<file path="config.mk">
export PLATFORM = sky130hd
export DESIGN_NAME = binary_frame_deframer
export DESIGN_NICKNAME = d
export VERILOG_FILES = /design/src/rtl/bfd_pkg.sv /design/src/rtl/bfd_parser.sv /design/src/rtl/bfd_out_buf.sv /design/src/rtl/binary_frame_deframer.sv
export VERILOG_INCLUDE_DIRS = /design/src /design/src/rtl
export SDC_FILE = /design/constraint.sdc
export NUM_CORES = 1
export LEC_CHECK = 0
export CAP_MARGIN = 10
export CELL_PAD_IN_SITES_DETAIL_PLACEMENT = 0
export CELL_PAD_IN_SITES_GLOBAL_PLACEMENT = 1
export CORE_ASPECT_RATIO = 0.75
export CORE_MARGIN = 5
export CORE_UTILIZATION = 45
export DETAILED_ROUTE_END_ITERATION = 6
export DONT_BUFFER_PORTS = 1
export PLACE_DENSITY = 0.71
export SYNTH_ARGS = -nofsm -noshare
export SYNTH_HDL_FRONTEND = slang
export SYNTH_SLANG_ARGS = --single-unit
</file>
<file path="constraint.sdc">
create_clock -name clk -period 5 [get_ports clk]
set_input_delay 1.25 -clock clk [delete_from_list [all_inputs] [get_ports clk]]
set_output_delay 1.25 -clock clk [all_outputs]
set_load 0.05 [all_outputs]
</file>
<file path="src/rtl/binary_frame_deframer_assert.svh">
// Assertion macros used by the frame deframer output buffer (bfd_out_buf).
// Each expects signals named clk and arst_n in the module that uses it.
`ifndef BINARY_FRAME_DEFRAMER_ASSERT_SVH
`define BINARY_FRAME_DEFRAMER_ASSERT_SVH

// The consequent must hold in the same cycle as the antecedent.
`define BFD_ASSERT_NOW(lbl, ante, cons, msg) \
	lbl: assert property (@(posedge clk) disable iff (!arst_n) (ante) |-> (cons)) else $error(msg);

// The consequent must hold in the cycle after the antecedent.
`define BFD_ASSERT_NEXT(lbl, ante, cons, msg) \
	lbl: assert property (@(posedge clk) disable iff (!arst_n) (ante) |=> (cons)) else $error(msg);

`endif

</file>
<file path="src/rtl/bfd_pkg.sv">
package bfd_pkg;

	localparam int unsigned BUF_SIZE_DEF     = 64;
	localparam int unsigned FRAME_OVERHEAD   = 5;
	localparam int unsigned TIME_PAYLOAD_LEN = 7;
	localparam int unsigned DATA_W           = 80;
	localparam int unsigned CFG_IDX_W        = 2;

	localparam logic [7:0] START_RESET = 8'd2;
	localparam logic [7:0] END_RESET   = 8'd3;
	localparam logic [7:0] SYNC_RESET  = 8'd1;

	typedef enum logic [CFG_IDX_W-1:0] {
		REG_START_BYTE = 2'd0,
		REG_END_BYTE   = 2'd1,
		REG_SYNC_CODE  = 2'd2
	} cfg_reg_t;

	typedef enum logic [1:0] {
		STATUS_GOOD     = 2'd0,
		STATUS_CHECKSUM = 2'd1,
		STATUS_END_BYTE = 2'd2
	} frame_status_t;

	typedef enum logic [2:0] {
		ST_HUNT,
		ST_CMD,
		ST_LEN,
		ST_PAYLOAD,
		ST_CHECK,
		ST_END
	} parse_state_t;

	typedef struct packed {
		logic [7:0] start_byte;
		logic [7:0] end_byte;
		logic [7:0] time_sync_code;
	} bfd_cfg_t;

	// Declared from the highest bits down, so frame_status lands in bits 1:0.
	typedef struct packed {
		logic [7:0]    day_value;
		logic [7:0]    month_value;
		logic [15:0]   year_value;
		logic [7:0]    second_value;
		logic [7:0]    minute_value;
		logic [7:0]    hour_value;
		logic          time_valid;
		logic [5:0]    payload_len;
		logic [7:0]    command;
		frame_status_t frame_status;
	} bfd_result_t;

endpackage

</file>
<file path="src/rtl/bfd_parser.sv">
module bfd_parser #(
	parameter int unsigned BUF_SIZE = bfd_pkg::BUF_SIZE_DEF
) (
	input  logic                clk,
	input  logic                arst_n,
	input  logic                in_valid,
	input  logic [7:0]          in_byte,
	input  bfd_pkg::bfd_cfg_t   cfg,
	output logic                res_valid,
	output bfd_pkg::bfd_result_t res
);

	localparam int unsigned MAX_LEN = BUF_SIZE - bfd_pkg::FRAME_OVERHEAD;
	localparam int unsigned LEN_W   = $clog2(MAX_LEN + 1);
	localparam int unsigned HEAD_N  = bfd_pkg::TIME_PAYLOAD_LEN;

	bfd_pkg::parse_state_t state_q, state_d;
	logic [LEN_W-1:0] len_q;
	logic [LEN_W-1:0] cnt_q;
	logic [7:0]       xor_q;
	logic [7:0]       cmd_q;
	logic [7:0]       chk_q;
	logic [7:0]       head_q [HEAD_N];
	logic             len_bad;
	logic             last_payload;
	logic             time_ok;
	bfd_pkg::frame_status_t status;

	assign len_bad      = in_byte > 8'(MAX_LEN);
	assign last_payload = LEN_W'(cnt_q + 1'b1) == len_q;

	always_ff @(posedge clk or negedge arst_n) begin
		if (!arst_n) begin
			state_q <= bfd_pkg::ST_HUNT;
		end else begin
			state_q <= state_d;
		end
	end

	always_comb begin
		state_d   = state_q;
		res_valid = 1'b0;
		if (in_valid) begin
			unique case (state_q)
				bfd_pkg::ST_HUNT: begin
					if (in_byte == cfg.start_byte) begin
						state_d = bfd_pkg::ST_CMD;
					end
				end
				bfd_pkg::ST_CMD: begin
					state_d = bfd_pkg::ST_LEN;
				end
				bfd_pkg::ST_LEN: begin
					if (len_bad) begin
						state_d = bfd_pkg::ST_HUNT;
					end else if (in_byte == 8'd0) begin
						state_d = bfd_pkg::ST_CHECK;
					end else begin
						state_d = bfd_pkg::ST_PAYLOAD;
					end
				end
				bfd_pkg::ST_PAYLOAD: begin
					if (last_payload) begin
						state_d = bfd_pkg::ST_CHECK;
					end
				end
				bfd_pkg::ST_CHECK: begin
					state_d = bfd_pkg::ST_END;
				end
				bfd_pkg::ST_END: begin
					state_d   = bfd_pkg::ST_HUNT;
					res_valid = 1'b1;
				end
				default: begin
					state_d = bfd_pkg::ST_HUNT;
				end
			endcase
		end
	end

	always_ff @(posedge clk or negedge arst_n) begin
		if (!arst_n) begin
			len_q <= '0;
			cnt_q <= '0;
			xor_q <= '0;
			cmd_q <= '0;
			chk_q <= '0;
		end else if (in_valid) begin
			case (state_q)
				bfd_pkg::ST_CMD: begin
					cmd_q <= in_byte;
					xor_q <= in_byte;
				end
				bfd_pkg::ST_LEN: begin
					len_q <= LEN_W'(in_byte);
					cnt_q <= '0;
					xor_q <= xor_q ^ in_byte;
				end
				bfd_pkg::ST_PAYLOAD: begin
					cnt_q <= LEN_W'(cnt_q + 1'b1);
					xor_q <= xor_q ^ in_byte;
				end
				bfd_pkg::ST_CHECK: begin
					chk_q <= in_byte;
				end
				default: begin
				end
			endcase
		end
	end

	always_ff @(posedge clk) begin
		for (int k = 0; k < HEAD_N; k++) begin
			if (in_valid && state_q == bfd_pkg::ST_PAYLOAD && 8'(cnt_q) == 8'(k)) begin
				head_q[k] <= in_byte;
			end
		end
	end

	always_comb begin
		if (in_byte != cfg.end_byte) begin
			status = bfd_pkg::STATUS_END_BYTE;
		end else if (xor_q != chk_q) begin
			status = bfd_pkg::STATUS_CHECKSUM;
		end else begin
			status = bfd_pkg::STATUS_GOOD;
		end
		time_ok = status == bfd_pkg::STATUS_GOOD && cmd_q == cfg.time_sync_code &&
			8'(len_q) == 8'(HEAD_N);

		res              = '0;
		res.frame_status = status;
		res.command      = cmd_q;
		res.payload_len  = 6'(len_q);
		res.time_valid   = time_ok;
		if (time_ok) begin
			res.hour_value   = head_q[0];
			res.minute_value = head_q[1];
			res.second_value = head_q[2];
			res.year_value   = {head_q[3], head_q[4]};
			res.month_value  = head_q[5];
			res.day_value    = head_q[6];
		end
	end

endmodule

</file>
<file path="src/rtl/bfd_out_buf.sv">
`include "binary_frame_deframer_assert.svh"

module bfd_out_buf (
	input  logic                          clk,
	input  logic                          arst_n,
	input  logic                          push,
	input  bfd_pkg::bfd_result_t          push_data,
	output logic                          in_ready,
	output logic                          out_valid,
	input  logic                          out_ready,
	output logic [bfd_pkg::DATA_W-1:0]    out_data
);

	localparam int unsigned DW = bfd_pkg::DATA_W;

	logic                 main_valid_q;
	logic                 skid_valid_q;
	bfd_pkg::bfd_result_t main_q;
	bfd_pkg::bfd_result_t skid_q;
	logic                 pop;

	assign pop       = main_valid_q && out_ready;
	assign in_ready  = !skid_valid_q;
	assign out_valid = main_valid_q;
	assign out_data  = DW'(main_q);

	always_ff @(posedge clk or negedge arst_n) begin
		if (!arst_n) begin
			main_valid_q <= 1'b0;
			skid_valid_q <= 1'b0;
		end else if (!main_valid_q) begin
			main_valid_q <= push;
		end else if (pop) begin
			if (skid_valid_q) begin
				skid_valid_q <= 1'b0;
			end else begin
				main_valid_q <= push;
			end
		end else if (push) begin
			skid_valid_q <= 1'b1;
		end
	end

	always_ff @(posedge clk) begin
		if (!main_valid_q || (pop && !skid_valid_q)) begin
			if (push) begin
				main_q <= push_data;
			end
		end else if (pop) begin
			main_q <= skid_q;
		end else if (push) begin
			skid_q <= push_data;
		end
	end

	`BFD_ASSERT_NOW(a_skid_needs_main, skid_valid_q, main_valid_q, "Skid entry without main entry")
	`BFD_ASSERT_NOW(a_no_push_when_full, push, !skid_valid_q, "Request pushed into full buffer")
	`BFD_ASSERT_NEXT(a_skid_moves_up, pop && skid_valid_q, main_valid_q && !skid_valid_q,
		"Skid entry lost on drain")

endmodule

</file>
<file path="src/rtl/binary_frame_deframer.sv">
// Binary frame deframer.
// The input stream (s_tvalid, s_tready, s_tdata) carries one received byte per
// request. The block hunts for the start byte, then takes a command byte, a
// length byte, the payload, an XOR checksum and the end byte. A length above
// BUF_SIZE-5 drops the frame without a result.
// At the end byte one result request is pushed into the output buffer and
// goes out on m_tvalid, m_tready, m_tdata with the frame status, command,
// length and, for a good seven-byte time-sync frame, the decoded time and date.
// One byte is taken per cycle while s_tready is high; the parser steps once
// per accepted byte and the running XOR covers command, length and payload.
// A two-entry output buffer lets input continue while a result waits; input
// stalls only when both entries are full.
// The start byte, end byte and time-sync code are written through the cfg
// port and reset to 2, 3 and 1. Reset returns the parser to hunting and
// empties the output buffer.
module binary_frame_deframer #(
	parameter int unsigned BUF_SIZE = bfd_pkg::BUF_SIZE_DEF
) (
	input  logic                             clk,
	input  logic                             arst_n,
	input  logic                             s_tvalid,
	output logic                             s_tready,
	input  logic [7:0]                       s_tdata,   // rx_byte
	output logic                             m_tvalid,
	input  logic                             m_tready,
	// frame_status, command, payload_len, time_valid, hour_value, minute_value,
	// second_value, year_value, month_value, day_value, zero fill
	output logic [bfd_pkg::DATA_W-1:0]       m_tdata,
	input  logic                             cfg_wr_en,
	input  logic [bfd_pkg::CFG_IDX_W-1:0]    cfg_index,
	input  logic [7:0]                       cfg_data
);

	bfd_pkg::bfd_cfg_t    cfg_q;
	bfd_pkg::bfd_result_t res;
	logic                 accept;
	logic                 res_valid;

	assign accept = s_tvalid && s_tready;

	always_ff @(posedge clk or negedge arst_n) begin
		if (!arst_n) begin
			cfg_q.start_byte     <= bfd_pkg::START_RESET;
			cfg_q.end_byte       <= bfd_pkg::END_RESET;
			cfg_q.time_sync_code <= bfd_pkg::SYNC_RESET;
		end else if (cfg_wr_en) begin
			unique case (cfg_index)
				bfd_pkg::REG_START_BYTE: cfg_q.start_byte     <= cfg_data;
				bfd_pkg::REG_END_BYTE:   cfg_q.end_byte       <= cfg_data;
				bfd_pkg::REG_SYNC_CODE:  cfg_q.time_sync_code <= cfg_data;
				default: begin
				end
			endcase
		end
	end

	bfd_parser #(
		.BUF_SIZE(BUF_SIZE)
	) u_parser (
		.clk      (clk),
		.arst_n   (arst_n),
		.in_valid (accept),
		.in_byte  (s_tdata),
		.cfg      (cfg_q),
		.res_valid(res_valid),
		.res      (res)
	);

	bfd_out_buf u_out_buf (
		.clk      (clk),
		.arst_n   (arst_n),
		.push     (res_valid),
		.push_data(res),
		.in_ready (s_tready),
		.out_valid(m_tvalid),
		.out_ready(m_tready),
		.out_data (m_tdata)
	);

endmodule

</file>
Word level (Yosys, flattened, before mapping)
Memories as Yosys holds them, arrays and structs flattened.
Index checks and enable logic that the tools add are counted.
{"block": "word_totals", "romBits": 0, "ram_bits": 56, "register_bits": 211, "latchBits": 0, "mem_count": 1, "wordCells": 155}
{"name": "u_parser.head_q", "words": 7, "width": 8, "read_ports": 7, "rd_clocked_by_memory_dff": 0, "wr": 1, "line": "bfd_parser.sv:23", "rtl": "logic [7:0] head_q [HEAD_N];"}
{"block": "op_classes", "magnitude_cmp": 1, "n_eq_ne": 22, "bitwise": 3, "multipliers": 0, "reduce_logical": 44, "div_mod_pow": 0, "n_shift": 0, "mux": 52, "addsub": 1}
{"operator": "$mux 73", "count": 3}
{"operator": "$mux 56", "count": 1}
{"operator": "$mux 8", "count": 6}
{"operator": "$reduce_or 8->1", "count": 6}
{"operator": "$mux 3", "count": 10}
{"operator": "$mux 1", "count": 28}
{"operator": "$eq 6x3->1 const B", "count": 4}
{"operator": "$reduce_and 2->1", "count": 10}
{"operator": "$eq 8x8->1", "count": 2}
{"operator": "$ne 8x8->1", "count": 2}
{"operator": "$pmux 8 s2", "count": 1}
{"operator": "$pmux 3 s5", "count": 1}
{"operator": "$logic_and 1x1->1", "count": 13}
{"operator": "$eq 6x2->1 const B", "count": 2}
{"operator": "$pmux 6 s2", "count": 1}
{"operator": "$gt 8x6->1 const B", "count": 1}
{"operator": "$logic_not 8->1", "count": 1}
{"operator": "$reduce_bool 2->1", "count": 4}
{"operator": "$xor 8x8->8", "count": 1}
{"operator": "$add 6x1->6 const B", "count": 1}
{"operator": "$eq 3x2->1 const B", "count": 2}
{"operator": "$eq 3x3->1 const B", "count": 2}
{"operator": "$eq 6x1->1 const B", "count": 1}
{"operator": "$eq 6x6->1", "count": 1}
{"operator": "other kinds (13)", "count": 19}

Longest topological paths before layout
Gate-level depths: netlist of the first run.
{"block": "logic_depth", "ltp_word": 13, "mapped_depth": 8, "mapped_depth_nobuf": 6}

Cells and area by module
A second synthesis of the first run with hierarchy kept.
{"block": "hier_totals", "cells_unflattened": 652, "area_unflattened_um2": 11055.6}
{"module": "bfd_out_buf", "n_inst": 1, "area_each_um2": 5714.2, "cells_per_inst": 246}
{"module": "bfd_parser", "n_inst": 1, "area_each_um2": 4418.0, "cells_per_inst": 354}
{"module": "binary_frame_deframer", "n_inst": 1, "area_each_um2": 923.4, "cells_per_inst": 52}

Worst setup path before layout of the first run
Ideal clock, no wire load.
{"block": "synth_path", "path_type": "in2reg", "startpoint": "input m_tready", "endpoint": "register u_out_buf.main_q, in the netlist u_out_buf.out_data[0] (enable)", "stages": 5, "setup_slack_ns": -0.883, "setup_time_ns": 0.528, "path_buffers": 2, "t_required_ns": 4.472, "arrival_ns": 5.355, "path_cell_list": "inv_1 > o21ai_0 > clkbuf_1 > clkbuf_1 > a21oi_1"}
{"block": "synth_via", "elab_chain_len": 5, "word_cells_on_any_way": 6, "classes_between": "1 x eq/ne; 5 x reduce/logical"}
{"element": "start, declared", "line": "binary_frame_deframer.sv:25", "rtl": "input logic m_tready,"}
{"element": "$logic_and 1x1->1 (*)", "line": "bfd_out_buf.sv:22", "rtl": "assign pop = main_valid_q && out_ready;"}
{"element": "$logic_and 1x1->1", "line": "bfd_out_buf.sv:45", "rtl": "if (!main_valid_q || (pop && !skid_valid_q)) begin"}
{"element": "$logic_or 1x1->1", "line": "bfd_out_buf.sv:45"}
{"element": "$ne 2x1->1 (no source line) or $reduce_bool 2->1 (tied branches)"}
{"element": "$reduce_and 2->1 (no source line) (*)"}
{"element": "end signal, assigned", "line": "bfd_out_buf.sv:47", "rtl": "main_q <= push_data;"}
{"element": "end signal, assigned", "line": "bfd_out_buf.sv:50", "rtl": "main_q <= skid_q;"}
{"element": "end, declared", "line": "bfd_out_buf.sv:18", "rtl": "bfd_pkg::bfd_result_t main_q;"}
Every way passes the cells marked *; elsewhere a longest branch is shown, timed or not.
A chain may end at the register's enable or synchronous reset.

Worst setup path in the final report of the first run
{"block": "layout_path", "startpoint": "register u_out_buf.skid_valid_q", "endpoint": "register u_out_buf.main_q, in the netlist u_out_buf.out_data[4] (enable)"}
{"block": "layout_via", "elab_chain_len": 5, "word_cells_on_any_way": 8, "classes_between": "1 x eq/ne; 1 x mux; 6 x reduce/logical"}
{"element": "start, declared", "line": "bfd_out_buf.sv:17", "rtl": "logic skid_valid_q;"}
{"element": "start signal, assigned", "line": "bfd_out_buf.sv:30", "rtl": "skid_valid_q <= 1'b0;"}
{"element": "start signal, assigned", "line": "bfd_out_buf.sv:35", "rtl": "skid_valid_q <= 1'b0;"}
{"element": "start signal, assigned", "line": "bfd_out_buf.sv:40", "rtl": "skid_valid_q <= 1'b1;"}
{"element": "$logic_not 1->1 (*)", "line": "bfd_out_buf.sv:23", "rtl": "assign in_ready = !skid_valid_q;"}
{"element": "named net s_tready", "line": "binary_frame_deframer.sv:22", "rtl": "output logic s_tready,"}
{"element": "$logic_and 1x1->1 (on tied branches)", "line": "binary_frame_deframer.sv:39, bfd_out_buf.sv:45"}
{"element": "$mux 1 or $logic_or 1x1->1 (tied branches)", "line": "bfd_parser.sv:43, bfd_out_buf.sv:45"}
{"element": "$ne 2x1->1 (no source line) or $reduce_bool 2->1 (tied branches)"}
{"element": "$reduce_and 2->1 (no source line) (*)"}
The timed path passes the listed nets; every way through them passes the cells marked *.

==> impl_summary.txt, run 1 <==
----------------------------------------------------
[Run status]
  Status ... finished clean

[Place]
  Placed wire-length estimate ... 13.8 mm
  Routability Congestion ... 0.788
  Port bufs ... 0
  Dpl cell area ... 11300 sq um
  Placed insts ... 1058
  Pre-CTS worst setup slack ... 1.70 ns

[Detailed routing]
  Post-route DRC violation count ... 0
  DR WL/cell ... 20.6 um
  DR iter-0 viols ... 370
  Number of vias in the routed layout ... 5838
  Routed wire length ... 22.9 mm
  Detailed-router iteration count before antenna repair ... 5
  Mean number of vias per cell ... 5.25
  Count of antenna-violating nets left after detailed routing ... 0

[Global route]
  Number of global-route vias before repair ... 5916
  Pin count of the biggest net entering global routing ... 83
  Global-route usage over all layers ... 16.4%
  Overflow left after global routing ... 0
  Wire length of the first global-routing pass ... 35.9 mm
  Antenna violations before repair ... 0

[Pwr]
  Power density over the cells ... 447 nW/um^2
  IR drop worst, VDD ... 0.277 mV
  Lkg Pwr ... 4.72 nW

[Die]
  Die X-Extent ... 190 um
  Placement row count ... 49
  Io pins ... 105
  Placeable core area ... 24000 sq um
  Initial core utilization ... 45.7%
  Overall die area ... 27700 sq um
  Overall die height ... 145 um

[STA]
  Clock period minus worst slack ... 2.98 ns
  Setup repair after global routing missed its margin ... no
  Worst slew margin relative to its limit ... 28.7%
  Peak Freq ... 0.335 GHz
  Final Hold Viols ... 0
  Final worst clock skew ... 0.0267 ns
  Count of final max-slew check failures ... 0
  Final worst setup slack ... 2.02 ns
  Transition time at the pin with the least slew margin ... 1.06 ns
  Final clock period utilization by the worst path ... 59.7%
  Setup violators final ... 0
  Summed negative setup slack over all endpoints ... 0 ns

[Logic synthesis]
  Most used flip-flop cell after synthesis ... edfxtp_1
  Avg Synthesized Cell Area ... 14.4 sq um
  Share of synthesized registers carrying an async set or reset ... 24.3%
  Flip-flop and latch count after synthesis ... 267
  Area of the mapped netlist ... 11000 sq um
  Syn Inst Count ... 763
  Yosys synthesis warning count ... 0
  Number of flops mapped to enable cells by yosys ... 202
  Number of unique standard cell types used by synthesis ... 47
  Fraction of the yosys area taken by sequential cells ... 70.1%

[Critical path]
  Required time at the endpoint of the critical path ... 5.14 ns
  R2R depth ... 6
  Critical Path End Type ... flip-flop
  Arrival time reported for the critical path endpoint ... 3.12 ns
  End of the worst register-to-register path ... u_out_buf.out_data[4]$_DFFE_PP_
  Max FO, Critical Path ... 73
  Worst r2r src ... u_out_buf.skid_valid_q$_DFFE_PN0P_
  Kind of launch point of the worst setup path ... flip-flop
  Critical path launch point ... u_out_buf.skid_valid_q$_DFFE_PN0P_
  Register-to-register path setup slack ... 2.02 ns
  Worst Setup Path Type ... flip-flop to flip-flop

[Clock network]
  Clock buffer count from CTS ... 28
  H-tree levels ... 1
  Clock root buffer ... clkbuf_16
  Number of gates given a new drive strength after cts ... 0
  Setup fix buffers added after clock tree synthesis ... 0
  # clock sinks ... 267
  TritonCTS clock tree ... yes
  Post-cts hold buffer count ... 0
  Number of buffers on the longest clock path ... 3
  Skew-Pair Late Insertion Delay ... 0.54 ns
  Clock-pin transition on the worst setup and hold timing paths ... 0.06 ns

[Finish]
  Fin cells ... 1111
  Sequential cell area ... 7700 sq um
  Diodes inserted ... 0
  Final design area excluding fillers ... 12200 sq um
  Layout filler cell count ... 2043
  Area added between synthesis and finish ... 11.0%
  Util after Layout ... 50.7%
  Share of layout cells above drive strength 1 ... 17.6%
  Area occupied by multi-input gates ... 3090 sq um
  NumNets Final ... 785

[Min path]
  Hold/Removal Path Class ... input port to asynchronous set/reset pin

[Flow run]
  Number of max-cap violations ... 0

----------------------------------------------------
[flip-flops by register name, indices dropped and copies added (netlist names)]
name and count:
u_out_buf.out_valid 1, u_out_buf.out_data 73, u_out_buf.skid_valid_q 1, u_out_buf.skid_q 73, u_parser.cnt_q 6, u_parser.chk_q 8, u_parser.len_q 6, u_parser.xor_q 8
u_parser.state_q 3, u_parser.cmd_q 8, u_parser.head_q 56, cfg_q 24
[final cells by class]
cell class | instances | area share, %
clock inverter | 17 | 1.28
multi-input combinational | 449 | 25.4
timing repair buffer | 7 | 0.616
sequential | 267 | 63.1
inverter | 5 | 0.154
tap | 331 | 3.40
clock buffer | 35 | 6.05
[critical path, stage by stage (launching register included)]
cell and delay (ns):
dfrtp_1 0.42, inv_1 0.44, nand2_1 0.23, nor2_1 0.21, nand3_1 0.23, a21oi_4 0.21
buf_4 0.80
[where the power goes]
part | internal (W) | switching [W] | leakage (nW)
sequential | 0.00260 | 0.000230 | 2.91
clock | 0.00115 | 0.000843 | 0.429
combinational | 0.000291 | 0.000326 | 1.39
[logic make-up (layout without fill, tap and decap cells)]
family | Yosys count | count (layout) | synth area share [%]
AND/OR/NAND/NOR | 268 | 268 | 13.1
flip-flops | 267 | 267 | 70.1
AO/OA/AOI/OAI | 85 | 85 | 6.23
buffers and inverters | 53 | 64 | 2.40
XOR/XNOR | 46 | 46 | 3.67
multiplexers | 39 | 39 | 4.00
adder cells (fa/ha/maj) | 4 | 4 | 0.456
other | 1 | 7 | 0.0341
[Yosys cell counts (all sizes together), types with 5 or more instances]
cell | count | area (sq um)
nand2 | 94 | 353
nand3 | 8 | 40.0
nor2b | 5 | 31.3
inv | 5 | 18.8
dfrtp | 61 | 1530
clkbuf | 26 | 97.6
buf | 22 | 148
nor2 | 10 | 37.5
nor4 | 9 | 83.8
xnor2 | 12 | 105
edfxtp | 202 | 6070
mux2 | 39 | 439
xor2 | 34 | 298
o21ai | 8 | 40.0
and2 | 116 | 726
a31o | 56 | 490
nor3 | 8 | 40.0
[worst max path at each step]
stage,slack (ns),cells past startpoint,to
5_1_grt,1.79,6,u_out_buf.out_data[9]$_DFFE_PP_
3_5_place_dp,1.70,6,u_out_buf.out_data[32]$_DFFE_PP_
2_1_floorplan,0.55,5,u_out_buf.out_data[0]$_DFFE_PP_
4_1_cts,1.98,6,u_out_buf.out_data[4]$_DFFE_PP_
3_3_place_gp,1.76,6,u_out_buf.out_data[32]$_DFFE_PP_
6_report,2.02,6,u_out_buf.out_data[4]$_DFFE_PP_
[layer usage]
metal	track usage, %	vias to the layer above	part of all wire, %
met3	4.83	29	6.1
met2	25.2	137	45
met4	3.23	0	1.7
met1	23.6	2944	47
met5	0	-	0
li1	-	2728	-
[cell usage in the layout (no fill, tap or decap), drive strengths merged, types with 9 or more instances in the layout]
master,count
nor4,9
edfxtp,202
mux2,39
and2,116
xor2,34
dfrtp,61
clkinv,12
nand2,94
clkbuf,35
a31o,56
nor2,10
xnor2,12
[through the flow]
step / hold WS (ns) / total power (W)
3_5_place_dp: 0.498 / 0.00349
3_3_place_gp: 0.494 / 0.00346
4_1_cts: 0.385 / 0.00549
5_1_grt: 0.382 / 0.00570
2_1_floorplan: 0.484 / 0.00333
6_report: 0.411 / 0.00544
Power figures use the tool's default switching activity.
==> run 2, diff against run 1 <==
--- a/config.mk
+++ b/config.mk
@@ -6,6 +6,7 @@
 export SDC_FILE = /design/constraint.sdc
 export NUM_CORES = 1
 export LEC_CHECK = 0
+export ABC_AREA = 1
 export CAP_MARGIN = 10
 export CELL_PAD_IN_SITES_DETAIL_PLACEMENT = 0
 export CELL_PAD_IN_SITES_GLOBAL_PLACEMENT = 1
@@ -14,7 +15,7 @@
 export CORE_UTILIZATION = 45
 export DETAILED_ROUTE_END_ITERATION = 6
 export DONT_BUFFER_PORTS = 1
-export PLACE_DENSITY = 0.71
+export PLACE_DENSITY = 0.74
 export SYNTH_ARGS = -nofsm -noshare
 export SYNTH_HDL_FRONTEND = slang
 export SYNTH_SLANG_ARGS = --single-unit
==> constraint.sdc (replaced) <==
create_clock -name clk -period 2.6 [get_ports clk]
set_input_delay 0.65 -clock clk [delete_from_list [all_inputs] [get_ports clk]]
set_output_delay 0.65 -clock clk [all_outputs]
set_load 0.05 [all_outputs]
==> impl_summary.txt, run 2 <==
----------------------------------------------------
[Critical path]
  Max FO, Critical Path ... 8 (-89%)
  Critical Path End Type ... flip-flop
  Worst Setup Path Type ... flip-flop to flip-flop
  CP Cell Sequence ... nor2_1, inv_1, nor2_2, inv_1, nor2_1, nand3_1, nor4_2, buf_4
  Required time at the endpoint of the critical path ... 2.83 ns (-2.31 ns)
  Crit path max-delay cell type ... dfrtp_1
  Kind of launch point of the worst setup path ... flip-flop
  Crit-path max cell delay ... 0.46 ns (-0.34 ns)
  Arrival time reported for the critical path endpoint ... 2.31 ns (-0.81 ns)

[Die]
  Initial core utilization ... 46.0% (+0.29 points)
  Die X-Extent ... 191 um (+0.54%)
  Overall die area ... 28000 sq um (+1.1%)
  Placeable core area ... 24200 sq um (+0.51%)
  Overall die height ... 146 um (+0.53%)
  Placement row count ... 49 (unchanged)
  Io pins ... 105 (unchanged)

[Logic synthesis]
  Flip-flop and latch count after synthesis ... 267 (unchanged)
  Number of unique standard cell types used by synthesis ... 34 (-28%)
  Yosys synthesis warning count ... 0 (unchanged)
  Avg Synthesized Cell Area ... 11.0 sq um (-23%)
  Area share of the largest cell type after synthesis ... 54.6% (-0.62 points)
  Share of synthesized registers carrying an async set or reset ... 24.3% (unchanged)
  Fraction of the yosys area taken by sequential cells ... 69.3% (-0.79 points)
  Syn Inst Count ... 1006 (+32%)
  Leading post-synthesis cells by cell area ... edfxtp_1 (55%), dfrtp_1 (14%), nand2_1 (8.9%)
  Most used flip-flop cell after synthesis ... edfxtp_1
  Most repeated cell in the gate-level netlist after synthesis ... nand2_1
  Most instantiated cells after synthesis ... nand2_1 (262), edfxtp_1 (202), inv_1 (112), nor2_1 (73), o21ai_0 (66)
  Area of the mapped netlist ... 11100 sq um (+1.1%)
  Number of flops mapped to enable cells by yosys ... 202 (unchanged)
  Top cell type by total area after synthesis ... edfxtp_1

[Global route]
  Global-route usage over all layers ... 17.6% (+1.2 points)
  Number of global-route vias before repair ... 6523 (+10%)
  Overflow left after global routing ... 0 (unchanged)
  Wire length of the first global-routing pass ... 38.9 mm (+8.5%)
  Pin count of the biggest net entering global routing ... 85 (+2.4%)
  Antenna violations before repair ... 0 (unchanged)

[Detailed routing]
  Post-route DRC violation count ... 0 (unchanged)
  Detailed-router iteration count before antenna repair ... 5 (unchanged)
  Number of vias in the routed layout ... 6823 (+17%)
  Met3 Wirelength ... 1.27 mm (-9.6%)
  Routed wire length ... 24.7 mm (+7.7%)
  Top Layer Used ... met4
  Wire length on met2 ... 10.9 mm (+5.0%)
  DR iter-0 viols ... 685 (+85%)
  Mean number of vias per cell ... 4.99 (-5.0%)
  Count of antenna-violating nets left after detailed routing ... 0 (unchanged)
  Metal1 wirelength ... 12.1 mm (+13%)
  DR WL/cell ... 18.0 um (-12%)

[Pwr]
  Overall power of the completed layout ... 0.0109 W (+99%)
  Lkg Pwr ... 4.92 nW (+4.3%)
  Power density over the cells ... 872 nW/um^2 (+95%)
  IR drop worst, VDD ... 0.462 mV (+67%)

[Finish]
  Commonest cells after routing, fill and taps aside ... nand2_1 (260), edfxtp_1 (202), inv_1 (111)
  Share of layout cells above drive strength 1 ... 9.65% (-7.9 points)
  Most common library cell in the layout ignoring fill and taps ... nand2_1
  Diodes inserted ... 0 (unchanged)
  Final design area excluding fillers ... 12400 sq um (+2.1%)
  Fin cells ... 1367 (+23%)
  NumNets Final ... 1044 (+33%)
  Util after Layout ... 51.5% (+0.81 points)
  Area added between synthesis and finish ... 12.1%

[Run status]
  Status ... finished, violations left
  Failing checks ... hold timing

[STA]
  Setup violators final ... 0 (unchanged)
  Count of final max-slew check failures ... 0 (unchanged)
  Worst slew margin relative to its limit ... 57.4% (+29 points)
  Setup repair after global routing missed its margin ... no
  WHS ... -0.00119 ns (-0.412 ns)
  Final Hold Viols ... 6 (+6)
  Summed negative setup slack over all endpoints ... 0 ns (unchanged)
  Final clock period utilization by the worst path ... 79.8% (+20 points)
  Peak Freq ... 0.482 GHz (+44%)
  Clock period minus worst slack ... 2.07 ns (-0.910 ns)
  Final worst clock skew ... 0.0102 ns (-0.0165 ns)
  Transition time at the pin with the least slew margin ... 0.639 ns (-0.421 ns)

[Clock network]
  Skew-Pair Late Insertion Delay ... 0.52 ns (-0.02 ns)
  Post-cts hold buffer count ... 1 (+1)
  H-tree levels ... 1 (unchanged)
  Setup fix buffers added after clock tree synthesis ... 0 (unchanged)
  Clock root buffer ... clkbuf_16
  # clock sinks ... 267 (unchanged)
  Number of gates given a new drive strength after cts ... 0 (unchanged)
  TritonCTS clock tree ... yes
  Number of buffers on the longest clock path ... 3 (unchanged)
  Clock buffer count from CTS ... 26 (-7.1%)
  Clock-pin transition on the worst setup and hold timing paths ... 0.06 ns (about the same)

[Min path]
  Hold/Removal Path Class ... input port to asynchronous set/reset pin

[Place]
  Placed wire-length estimate ... 15.8 mm (+15%)
  Placed insts ... 1319 (+25%)
  Port bufs ... 0 (unchanged)
  Routability Congestion ... 0.793 (+0.57%)
  Dpl cell area ... 11600 sq um (+2.8%)

[Flow run]
  Number of max-cap violations ... 0 (unchanged)

----------------------------------------------------
[run 2: changes by cell type in the layout (fill, tap and decap cells not counted), moves of 51 or more]
cell / change
inv_1: +106
nand4_1: +51
o21ai_0: +59
nor2_1: +61
and2_1: -116
nand2_1: +166
[run 2: where the power goes]
group / switching, W / internal (W)
Combinational: 0.000990 / 0.000561
Clock: 0.00154 / 0.00206
Sequential: 0.000618 / 0.00509
[run 2: path summary, 6_finish.rpt]
check / endpoint / slack, ns / cells past startpoint / startpoint
max: u_parser.head_q[3][2]$_DFFE_PP_ / 0.53 / 8 / u_parser.state_q[2]$_DFFE_PN0P_
min: cfg_q[6]$_DFFE_PN0P_ / -0.001 / 1 / arst_n
max reg2reg: u_parser.head_q[3][2]$_DFFE_PP_ / 0.53 / 8 / u_parser.state_q[2]$_DFFE_PN0P_
min reg2reg: cfg_q[17]$_DFFE_PN1P_ / 0.50 / 2 / cfg_q[17]$_DFFE_PN1P_
max in group asynchronous: cfg_q[17]$_DFFE_PN1P_ / 2.30 / 1 / arst_n
min in group clk: u_parser.head_q[6][0]$_DFFE_PP_ / 0.22 / 0 / s_tdata[0]
[run 2: routing by layer]
layer | vias to the layer above | global-route usage [%]
met2 | 207 | 26.6
met5 | - | 0
met4 | 0 | 3.12
met3 | 33 | 2.98
li1 | 3367 | -
met1 | 3216 | 27.4
[run 2: cell families after synthesis]
kind of cell | Yosys count | synth area share [%]
AOI/OAI and AO/OA | 84 | 3.94
xor gates and xnor gates | 33 | 2.60
adders and majority gates | 4 | 0.451
buffers and inverters | 161 | 5.86
DFF | 267 | 69.3
other | 1 | 0.0338
and+or+nand+nor | 456 | 17.8
[run 2: cell type report]
type | instances | area, sq um
Clock buffer | 37 | 733
Clock inverter | 10 | 78.8
Fill cell | 2183 | 11700
Inverter | 113 | 428
Multi-Input combinational cell | 584 | 2830
Sequential cell | 267 | 7700
Tap cell | 331 | 414
Timing Repair Buffer | 25 | 270
[run 2: worst max-delay path: cells and delay by family, from the launching register on]
family / cells / cell delay [ns]
flip-flops: 1 / 0.46
buffers and inverters: 3 / 0.36
AND/OR/NAND/NOR: 5 / 0.98
[run 2: per-stage QoR]
stage,setup slack (ns),hold WS [ns]
after global placement,0.465,0.357
after floorplan,0.00666,0.354
after CTS,0.522,0.000102
final,0.525,-0.00119
after global routing,0.327,0.0149
after detailed placement,0.426,0.357
